### src/design/ecd_pkg.sv
package ecd_pkg;

  // pipeline depth, one flag per register stage
  localparam int NStages = 9;

  localparam logic [11:0] BaseYear = 12'd1970;

  // ceil(2^35 / 15): (x >> 2) * this >> 35 gives x / 60 for any 32-bit x
  localparam logic [31:0] MinRecip = 32'h8888_8889;

  // ceil(2^30 / 4383): (h >> 3) * this >> 30 gives h / 35064 for h < 2^21
  localparam logic [17:0] QuadRecip = 18'd244979;
  localparam logic [20:0] HoursPerQuad = 21'd35064;

  // hour offsets of the 2nd, 3rd and 4th year of a four-year block from 1970
  // (common, common, leap, common)
  localparam logic [15:0] YearStart1 = 16'd8760;
  localparam logic [15:0] YearStart2 = 16'd17520;
  localparam logic [15:0] YearStart3 = 16'd26304;

  // ceil(2^12 / 3): (y >> 3) * this >> 12 gives y / 24 for y < 8784
  localparam logic [10:0] DayRecip = 11'd1366;

  localparam logic [8:0] LeapDayOfYear = 9'd60;
  localparam logic [3:0] MonthFeb = 4'd2;
  localparam logic [4:0] DayLeap = 5'd29;

  typedef struct packed {
    logic [5:0]  sec;
    logic [26:0] min_total;
    logic [20:0] hours;
  } time_part_t;

  typedef struct packed {
    logic [5:0]  sec;
    logic [5:0]  min;
    logic [11:0] year;
    logic        leap;
    logic [13:0] hour_of_year;
  } year_part_t;

  // days before the first of month idx (0 = January), common year
  function automatic logic [8:0] cum_start(input logic [3:0] idx);
    logic [8:0] r;
    unique case (idx)
      4'd0:    r = 9'd0;
      4'd1:    r = 9'd31;
      4'd2:    r = 9'd59;
      4'd3:    r = 9'd90;
      4'd4:    r = 9'd120;
      4'd5:    r = 9'd151;
      4'd6:    r = 9'd181;
      4'd7:    r = 9'd212;
      4'd8:    r = 9'd243;
      4'd9:    r = 9'd273;
      4'd10:   r = 9'd304;
      4'd11:   r = 9'd334;
      default: r = 9'd0;
    endcase
    return r;
  endfunction

endpackage

### src/design/ecd_time_split.sv
module ecd_time_split import ecd_pkg::*; (
  input  logic               clk_i,
  input  logic [2:0]         en_i,
  input  logic [31:0]        epoch_seconds_i,
  input  logic signed [16:0] zone_offset_i,
  output time_part_t         res_o
);

  logic [31:0] sum0_q, sum0_d;
  logic [31:0] sum1_q;
  logic [26:0] min1_q, min1_d;
  logic [61:0] prod1;
  logic [56:0] prod2;
  logic [5:0]  sec2_q, sec2_d;
  logic [26:0] min2_q;
  logic [20:0] hrs2_q, hrs2_d;

  // offset add, wraps mod 2^32
  assign sum0_d = epoch_seconds_i + {{15{zone_offset_i[16]}}, zone_offset_i};

  // total minutes
  assign prod1  = 62'(sum0_q[31:2]) * 62'(MinRecip);
  assign min1_d = prod1[61:35];

  // t - 60q == t + 4q (mod 64), and the true value is below 60
  assign sec2_d = sum1_q[5:0] + {min1_q[3:0], 2'b00};
  assign prod2  = 57'(min1_q[26:2]) * 57'(MinRecip);
  assign hrs2_d = prod2[55:35];

  always_ff @(posedge clk_i) begin
    if (en_i[0]) begin
      sum0_q <= sum0_d;
    end
    if (en_i[1]) begin
      sum1_q <= sum0_q;
      min1_q <= min1_d;
    end
    if (en_i[2]) begin
      sec2_q <= sec2_d;
      min2_q <= min1_q;
      hrs2_q <= hrs2_d;
    end
  end

  assign res_o.sec       = sec2_q;
  assign res_o.min_total = min2_q;
  assign res_o.hours     = hrs2_q;

endmodule

### src/design/ecd_year_split.sv
module ecd_year_split import ecd_pkg::*; (
  input  logic       clk_i,
  input  logic [2:0] en_i,
  input  time_part_t tp_i,
  output year_part_t res_o
);

  logic [35:0] prod3;
  logic [5:0]  quad3_q, quad3_d;
  logic [20:0] hrs3_q;
  logic [5:0]  sec3_q, min3_q, min3_d;

  logic [15:0] hq4_q, hq4_d;
  logic [11:0] yb4_q, yb4_d;
  logic [5:0]  sec4_q, min4_q;

  logic [1:0]  yidx;
  logic [15:0] ystart;
  logic [13:0] hy5_q, hy5_d;
  logic [11:0] year5_q, year5_d;
  logic        leap5_q, leap5_d;
  logic [5:0]  sec5_q, min5_q;

  // minutes: m - 60h == m + 4h (mod 64)
  assign min3_d  = tp_i.min_total[5:0] + {tp_i.hours[3:0], 2'b00};
  // number of whole four-year blocks
  assign prod3   = 36'(tp_i.hours[20:3]) * 36'(QuadRecip);
  assign quad3_d = prod3[35:30];

  assign hq4_d = 16'(hrs3_q - 21'(quad3_q) * HoursPerQuad);
  assign yb4_d = BaseYear + {4'b0000, quad3_q, 2'b00};

  always_comb begin
    priority if (hq4_q >= YearStart3) begin
      yidx   = 2'd3;
      ystart = YearStart3;
    end else if (hq4_q >= YearStart2) begin
      yidx   = 2'd2;
      ystart = YearStart2;
    end else if (hq4_q >= YearStart1) begin
      yidx   = 2'd1;
      ystart = YearStart1;
    end else begin
      yidx   = 2'd0;
      ystart = 16'd0;
    end
  end

  assign hy5_d   = 14'(hq4_q - ystart);
  assign year5_d = yb4_q + {10'd0, yidx};
  // block starts at a year == 2 (mod 4), so its third year is the leap one
  assign leap5_d = (yidx == 2'd2);

  always_ff @(posedge clk_i) begin
    if (en_i[0]) begin
      quad3_q <= quad3_d;
      hrs3_q  <= tp_i.hours;
      sec3_q  <= tp_i.sec;
      min3_q  <= min3_d;
    end
    if (en_i[1]) begin
      hq4_q  <= hq4_d;
      yb4_q  <= yb4_d;
      sec4_q <= sec3_q;
      min4_q <= min3_q;
    end
    if (en_i[2]) begin
      hy5_q   <= hy5_d;
      year5_q <= year5_d;
      leap5_q <= leap5_d;
      sec5_q  <= sec4_q;
      min5_q  <= min4_q;
    end
  end

  assign res_o.sec          = sec5_q;
  assign res_o.min          = min5_q;
  assign res_o.year         = year5_q;
  assign res_o.leap         = leap5_q;
  assign res_o.hour_of_year = hy5_q;

endmodule

### src/design/ecd_date_split.sv
module ecd_date_split import ecd_pkg::*; (
  input  logic        clk_i,
  input  logic [2:0]  en_i,
  input  year_part_t  yp_i,
  output logic [5:0]  second_of_minute_o,
  output logic [5:0]  minute_of_hour_o,
  output logic [4:0]  hour_of_day_o,
  output logic [4:0]  day_of_month_o,
  output logic [3:0]  month_number_o,
  output logic [11:0] year_number_o
);

  logic [21:0] prod6;
  logic [9:0]  dq;
  logic [8:0]  doy6_q, doy6_d;
  logic [4:0]  hour6_q, hour6_d;
  logic        leap6_q;
  logic [11:0] year6_q, year7_q;
  logic [5:0]  sec6_q, min6_q, sec7_q, min7_q;
  logic [4:0]  hour7_q;

  logic [8:0]  dadj7_q, dadj7_d;
  logic [3:0]  midx7_q, midx7_d;
  logic        feb29_7_q, feb29_7_d;

  logic [4:0]  day8_q, day8_d;
  logic [3:0]  mon8_q, mon8_d;
  logic [5:0]  sec8_q, min8_q;
  logic [4:0]  hour8_q;
  logic [11:0] year8_q;

  // day of year and hour of day
  assign prod6   = 22'(yp_i.hour_of_year[13:3]) * 22'(DayRecip);
  assign dq      = prod6[21:12];
  assign hour6_d = 5'(yp_i.hour_of_year - ({dq, 4'b0000} + {1'b0, dq, 3'b000}));
  assign doy6_d  = dq[8:0] + 9'd1;

  // fold out the leap day, then count month ends passed
  assign feb29_7_d = leap6_q && (doy6_q == LeapDayOfYear);
  assign dadj7_d   = (leap6_q && (doy6_q > LeapDayOfYear)) ? doy6_q - 9'd1 : doy6_q;

  always_comb begin
    midx7_d = 4'd0;
    for (int i = 0; i < 11; i++) begin
      midx7_d = midx7_d + 4'((cum_start(4'(i + 1)) < dadj7_d) ? 1 : 0);
    end
  end

  always_comb begin
    if (feb29_7_q) begin
      day8_d = DayLeap;
      mon8_d = MonthFeb;
    end else begin
      day8_d = 5'(dadj7_q - cum_start(midx7_q));
      mon8_d = midx7_q + 4'd1;
    end
  end

  always_ff @(posedge clk_i) begin
    if (en_i[0]) begin
      doy6_q  <= doy6_d;
      hour6_q <= hour6_d;
      leap6_q <= yp_i.leap;
      year6_q <= yp_i.year;
      sec6_q  <= yp_i.sec;
      min6_q  <= yp_i.min;
    end
    if (en_i[1]) begin
      dadj7_q   <= dadj7_d;
      midx7_q   <= midx7_d;
      feb29_7_q <= feb29_7_d;
      hour7_q   <= hour6_q;
      year7_q   <= year6_q;
      sec7_q    <= sec6_q;
      min7_q    <= min6_q;
    end
    if (en_i[2]) begin
      day8_q  <= day8_d;
      mon8_q  <= mon8_d;
      hour8_q <= hour7_q;
      year8_q <= year7_q;
      sec8_q  <= sec7_q;
      min8_q  <= min7_q;
    end
  end

  assign second_of_minute_o = sec8_q;
  assign minute_of_hour_o   = min8_q;
  assign hour_of_day_o      = hour8_q;
  assign day_of_month_o     = day8_q;
  assign month_number_o     = mon8_q;
  assign year_number_o      = year8_q;

endmodule

### src/design/epoch_to_calendar_date_unit.sv
// Channel   Direction  Handshake                  Payload
// input     in         in_valid_i / in_stall_o    epoch_seconds_i
// output    out        out_valid_o / out_stall_i  second, minute, hour, day, month, year
// config    in         cfg_we_i                   cfg_wdata_i (zone offset, signed)
//
// Nine register stages; one item per cycle while out_stall_i does not hold the output.
// The depth is set by the offset add, the two reciprocal multiplies for /60 and the one for /35064,
// each followed by a register, plus the block remainder, year selection, /24 and month and day stages.
// Reset clears the stage valid flags and loads the zone offset with 28800.
// A stall holds only the stages that are full behind it; empty stages still fill.

module epoch_to_calendar_date_unit import ecd_pkg::*; (
  input  logic               clk_i,
  input  logic               rst_ni,
  input  logic               cfg_we_i,
  input  logic signed [16:0] cfg_wdata_i,
  input  logic               in_valid_i,
  output logic               in_stall_o,
  input  logic [31:0]        epoch_seconds_i,
  output logic               out_valid_o,
  input  logic               out_stall_i,
  output logic [5:0]         second_of_minute_o,
  output logic [5:0]         minute_of_hour_o,
  output logic [4:0]         hour_of_day_o,
  output logic [4:0]         day_of_month_o,
  output logic [3:0]         month_number_o,
  output logic [11:0]        year_number_o
);

  logic signed [16:0]   zone_q;
  logic [NStages-1:0]   valid_q, valid_d;
  logic [NStages-1:0]   en;
  time_part_t           tp;
  year_part_t           yp;

  // zone offset register
  always_ff @(posedge clk_i or negedge rst_ni) begin
    if (!rst_ni) begin
      zone_q <= 17'sd28800;
    end else if (cfg_we_i) begin
      zone_q <= cfg_wdata_i;
    end
  end

  // A stage loads when it is empty or the stage after it moves on.
  always_comb begin
    en[NStages-1] = !valid_q[NStages-1] || !out_stall_i;
    for (int k = NStages - 2; k >= 0; k--) begin
      en[k] = !valid_q[k] || en[k+1];
    end
  end

  always_comb begin
    for (int k = 0; k < NStages; k++) begin
      if (en[k]) begin
        valid_d[k] = (k == 0) ? in_valid_i : valid_q[(k == 0) ? 0 : k - 1];
      end else begin
        valid_d[k] = valid_q[k];
      end
    end
  end

  always_ff @(posedge clk_i or negedge rst_ni) begin
    if (!rst_ni) begin
      valid_q <= '0;
    end else begin
      valid_q <= valid_d;
    end
  end

  assign in_stall_o  = !en[0];
  assign out_valid_o = valid_q[NStages-1];

  // stages 0..2: offset add, seconds, minutes, hours
  ecd_time_split u_time (
    .clk_i           (clk_i),
    .en_i            (en[2:0]),
    .epoch_seconds_i (epoch_seconds_i),
    .zone_offset_i   (zone_q),
    .res_o           (tp)
  );

  // stages 3..5: four-year blocks, year, hour within year
  ecd_year_split u_year (
    .clk_i (clk_i),
    .en_i  (en[5:3]),
    .tp_i  (tp),
    .res_o (yp)
  );

  // stages 6..8: hour of day, day of year, month and day; last stage is the output register
  ecd_date_split u_date (
    .clk_i              (clk_i),
    .en_i               (en[8:6]),
    .yp_i               (yp),
    .second_of_minute_o (second_of_minute_o),
    .minute_of_hour_o   (minute_of_hour_o),
    .hour_of_day_o      (hour_of_day_o),
    .day_of_month_o     (day_of_month_o),
    .month_number_o     (month_number_o),
    .year_number_o      (year_number_o)
  );

endmodule

### config.mk
export PLATFORM = sky130hd
export DESIGN_NAME = epoch_to_calendar_date_unit
export DESIGN_NICKNAME = d
export VERILOG_FILES = /design/src/design/ecd_pkg.sv /design/src/design/ecd_time_split.sv /design/src/design/ecd_year_split.sv /design/src/design/ecd_date_split.sv /design/src/design/epoch_to_calendar_date_unit.sv
export SDC_FILE = /design/constraint.sdc
export NUM_CORES = 2
export LEC_CHECK = 0
export BUFFER_PORTS_ARGS = -buffer_cell sky130_fd_sc_hd__buf_2
export CAP_MARGIN = 10
export CORE_ASPECT_RATIO = 0.6
export CORE_MARGIN = 1.5
export CORE_UTILIZATION = 65
export DETAILED_ROUTE_END_ITERATION = 12
export GPL_ROUTABILITY_DRIVEN = 0
export GPL_TIMING_DRIVEN = 0
export PLACE_DENSITY = 0.86
export SYNTH_ARGS = -nofsm -noshare
export SYNTH_HDL_FRONTEND = slang
export SYNTH_SLANG_ARGS = --single-unit
### constraint.sdc
create_clock -name clk_i -period 8.44 [get_ports clk_i]
set_clock_uncertainty 0.1 [all_clocks]
set_input_delay 0.422 -clock clk_i [delete_from_list [all_inputs] [get_ports clk_i]]
set_output_delay 0.422 -clock clk_i [all_outputs]
set_load 0.01 [all_outputs]
==> run_summary.xml <==
<?xml version="1.0" encoding="UTF-8"?>
<metrics>
  <group name="grt">
    <metric name="grt_use_total" unit="%">28.3</metric>
    <metric name="overflow" unit="">0</metric>
    <metric name="grt_pass1_wl" unit="mm">129</metric>
    <metric name="grt_antenna_before_repair" unit="">0</metric>
    <metric name="first_global_vias" unit="">24700</metric>
    <metric name="grt_max_degree" unit="">41</metric>
  </group>
  <group name="timing">
    <metric name="layout_worst_path_cycle_share" unit="%">86.9</metric>
    <metric name="worst_hold_slack" unit="ns">0.00703</metric>
    <metric name="timing_max_transition_violations_final" unit="">0</metric>
    <metric name="unrepaired_setup_endpoints_after_global_routing" unit="">no</metric>
    <metric name="min_period" unit="ns">7.34</metric>
    <metric name="timing_worst_slew_pin_value" unit="ns">1.10</metric>
    <metric name="final-setup-viol-count" unit="">0</metric>
    <metric name="crit_path_setup_slack_layout" unit="ns">1.10</metric>
    <metric name="slew_headroom" unit="%">26.3</metric>
    <metric name="final-hold-violation-count" unit="">0</metric>
    <metric name="fin_setup_tns" unit="ns">0</metric>
    <metric name="fmax" unit="MHz">136</metric>
  </group>
  <group name="synth">
    <metric name="asr_flop_ratio_synth" unit="%">7.32</metric>
    <metric name="synth_compound_area_share" unit="%">7.48</metric>
    <metric name="post_synth_top_flop" unit="">sky130_fd_sc_hd__edfxtp_1</metric>
    <metric name="synthesis.instances" unit="">3166</metric>
    <metric name="synthesis.area_per_instance" unit="um^2">11.5</metric>
    <metric name="post_synthesis_cell_area" unit="um^2">36500</metric>
    <metric name="combinational_family_with_the_most_area_after_synthesis" unit="">adder cells</metric>
    <metric name="synth-seq-area-share" unit="%">28.7</metric>
    <metric name="mappedNetlistNets" unit="">4334</metric>
    <metric name="synth-edff-count" unit="">324</metric>
    <metric name="ys_seq_elements" unit="">355</metric>
    <metric name="synth.yosys.warnings" unit="">0</metric>
    <metric name="post_synth_num_cell_types" unit="">75</metric>
    <metric name="synth_simple_gate_area_share" unit="%">4.85</metric>
    <metric name="synth_adder_area_share" unit="%">46.7</metric>
    <metric name="synth_mux_area_share" unit="%">0.696</metric>
    <metric name="xor_xnor_share_of_the_synthesized_area" unit="%">3.91</metric>
  </group>
  <group name="drt">
    <metric name="vias_per_cell" unit="">5.72</metric>
    <metric name="detailedRoute.firstIterationViolations" unit="">2089</metric>
    <metric name="detailroute.via_count" unit="">23500</metric>
    <metric name="route.antenna.remaining_nets" unit="">0</metric>
    <metric name="wire_per_inst" unit="um">19.1</metric>
    <metric name="detail_route.drc_violations" unit="">0</metric>
    <metric name="totalWireLength" unit="mm">78.5</metric>
    <metric name="drt_first_pass_iters" unit="">6</metric>
  </group>
  <group name="worst_setup_path">
    <metric name="critical_path.endpoint_type" unit="">flip-flop</metric>
    <metric name="cp-start-kind" unit="">flip-flop</metric>
    <metric name="timing.critical_path.required" unit="ns">8.64</metric>
    <metric name="crit_type" unit="">reg -&gt; reg</metric>
    <metric name="worstPathMaxFanout" unit="">4</metric>
    <metric name="worst_ep_arrival_time" unit="ns">7.54</metric>
  </group>
  <group name="final_layout">
    <metric name="synthToLayoutAreaGrowth" unit="%">8.09</metric>
    <metric name="final_cells" unit="">4106</metric>
    <metric name="antenna_cells_inserted" unit="">0</metric>
    <metric name="fillerInstances" unit="">3736</metric>
    <metric name="finish.net_count" unit="">4486</metric>
    <metric name="drive_gt1_share" unit="%">6.39</metric>
  </group>
  <group name="place">
    <metric name="dp.final_hpwl" unit="mm">64.8</metric>
    <metric name="number_of_port_buffers" unit="">92</metric>
    <metric name="detailedPlace.worstSlack" unit="ns">1.23</metric>
    <metric name="post-place-cells" unit="">4022</metric>
  </group>
  <group name="floorplan">
    <metric name="design.core.area" unit="um^2">55700</metric>
    <metric name="ioPinCount" unit="">94</metric>
    <metric name="initial_util" unit="%">65.6</metric>
    <metric name="die_area" unit="um^2">57700</metric>
    <metric name="rows" unit="">67</metric>
    <metric name="die_height" unit="um">187</metric>
    <metric name="fp.dieW" unit="um">309</metric>
  </group>
  <group name="cts">
    <metric name="root_buffer" unit="">sky130_fd_sc_hd__clkbuf_16</metric>
    <metric name="path_clk_slew" unit="ns">0.06</metric>
    <metric name="cts_tree" unit="">done</metric>
    <metric name="clock_path_buffers" unit="">3</metric>
    <metric name="cts.repair.resized" unit="">0</metric>
    <metric name="cts.sinks" unit="">355</metric>
    <metric name="htree_num_levels" unit="">2</metric>
    <metric name="tritoncts.num_buffers" unit="">37</metric>
    <metric name="clk_latency" unit="ns">0.57</metric>
  </group>
  <group name="min_path">
    <metric name="worst_hold_path_type" unit="">in -&gt; reg</metric>
  </group>
  <group name="job">
    <metric name="max_capacitance_violation_count" unit="">0</metric>
  </group>
  <group name="outcome">
    <metric name="status" unit="">complete, no violations</metric>
  </group>
</metrics>
==> synth_stat cells, drive strengths merged (33+ instances only) <==
cell | instances | area (um^2)
inv | 735 | 2760
xnor2 | 109 | 955
nand3 | 33 | 165
nand2 | 77 | 289
edfxtp | 324 | 9730
a21oi | 128 | 644
fa | 414 | 8290
o21ai | 73 | 369
a21o | 72 | 542
nor2 | 75 | 282
xor2 | 54 | 473
ha | 700 | 8760
==> repair_timing <==
item                       CTS  global route
hold endpoints to repair    36             1
setup endpoints to repair    0             0
hold buffers                15             1
buffers inserted             0             0
==> area by class of cell <==
type / instances / area (um^2) / share of cell area, %
Buffer: 11 / 41.3 / 0.105
Sequential cell: 355 / 10500 / 26.6
Clock inverter: 22 / 267 / 0.675
Inverter: 735 / 2760 / 6.99
Tap cell: 759 / 950 / 2.41
Multi-Input combinational cell: 2065 / 23300 / 58.9
Timing Repair Buffer: 113 / 738 / 1.87
Clock buffer: 46 / 981 / 2.49
==> registers in the layout, summed over array words and instances, names as in the netlist, 14 cells and up, named ones only <==
signal,flops
u_time.min1_q,27
zone_q,17
u_time.sum0_q,32
u_year.hrs3_q,16
u_time.hrs2_q,21
u_year.hq4_q,16
u_year.hy5_q,14
==> cell families after synthesis <==
| logic type | count (synthesis) |
|---|---|
| xor gates and xnor gates | 163 |
| buffers and inverters | 746 |
| muxes | 23 |
| AOI/OAI and AO/OA | 415 |
| and+or+nand+nor | 350 |
| adders and majority gates | 1114 |
| DFF | 355 |
==> stage by stage <==
stage | utilization, % | area, um^2
final | 70.9 | 39500
after global routing | 70.9 | 39500
after CTS | 70.9 | 39500
after detailed placement | 68.4 | 38100
after global placement | 68.1 | 37900
after floorplan | - | 36500
==> routing by layer <==
| layer | wire length, um | vias to the layer above | track usage, % |
|---|---|---|---|
| met4 | 905 | 0 | 3.92 |
| met1 | 36000 | 11500 | 43.2 |
| li1 | - | 10900 | - |
| met2 | 33000 | 976 | 40.6 |
| met5 | 0 | - | 0 |
| met3 | 8660 | 90 | 8.88 |
==> critical path, cell delays in order, from the launching register on <==
cell and delay (ns):
sky130_fd_sc_hd__edfxtp_1 0.47, sky130_fd_sc_hd__ha_1 0.27, sky130_fd_sc_hd__fa_1 0.52, sky130_fd_sc_hd__inv_1 0.06, sky130_fd_sc_hd__fa_1 0.59, sky130_fd_sc_hd__fa_1 0.73, sky130_fd_sc_hd__inv_1 0.10, sky130_fd_sc_hd__fa_1 0.52
sky130_fd_sc_hd__fa_1 0.50, sky130_fd_sc_hd__ha_1 0.32, sky130_fd_sc_hd__ha_1 0.34, sky130_fd_sc_hd__and3_1 0.24, sky130_fd_sc_hd__and2_1 0.23, sky130_fd_sc_hd__nand3_1 0.17, sky130_fd_sc_hd__nor4_1 0.35, sky130_fd_sc_hd__nor3_1 0.15
sky130_fd_sc_hd__a21oi_1 0.36, sky130_fd_sc_hd__a31oi_1 0.30, sky130_fd_sc_hd__o21ai_0 0.38, sky130_fd_sc_hd__a21oi_1 0.10, sky130_fd_sc_hd__mux2_2 0.27
==> cell usage in the layout (no fill, tap or decap), drive strengths merged, types with 16 or more instances in the layout <==
cell	n
a21o	72
a21oi	128
a31oi	26
and3	19
buf	99
clkbuf	55
dfrtp	22
dlygate4sd3	16
edfxtp	324
fa	414
ha	700
inv	743
mux2	19
nand2	77
nand2b	20
nand3	33
nand4	24
nor2	75
nor2b	20
nor3	31
o21ai	73
o21bai	24
xnor2	109
xor2	54
==> worst paths after layout <==
kind                                   startpoint  slack (ns)  cells past startpoint                end
worst min register to register   u_year.min5_q[4]        0.31                      0   u_date.min6_q[4]
min in group asynchronous                  rst_ni        0.34                      2         valid_q[2]
worst min-delay path               cfg_wdata_i[6]       0.007                      2          zone_q[6]
max in group asynchronous                  rst_ni        7.48                      2         valid_q[4]
worst max register to register  u_time.sum0_q[31]        1.10                     20  u_time.min1_q[20]
worst max-delay path            u_time.sum0_q[31]        1.10                     20  u_time.min1_q[20]
Power is not shown: default switching activity piles up to over one toggle a cycle in this logic, so the estimate is an artifact.
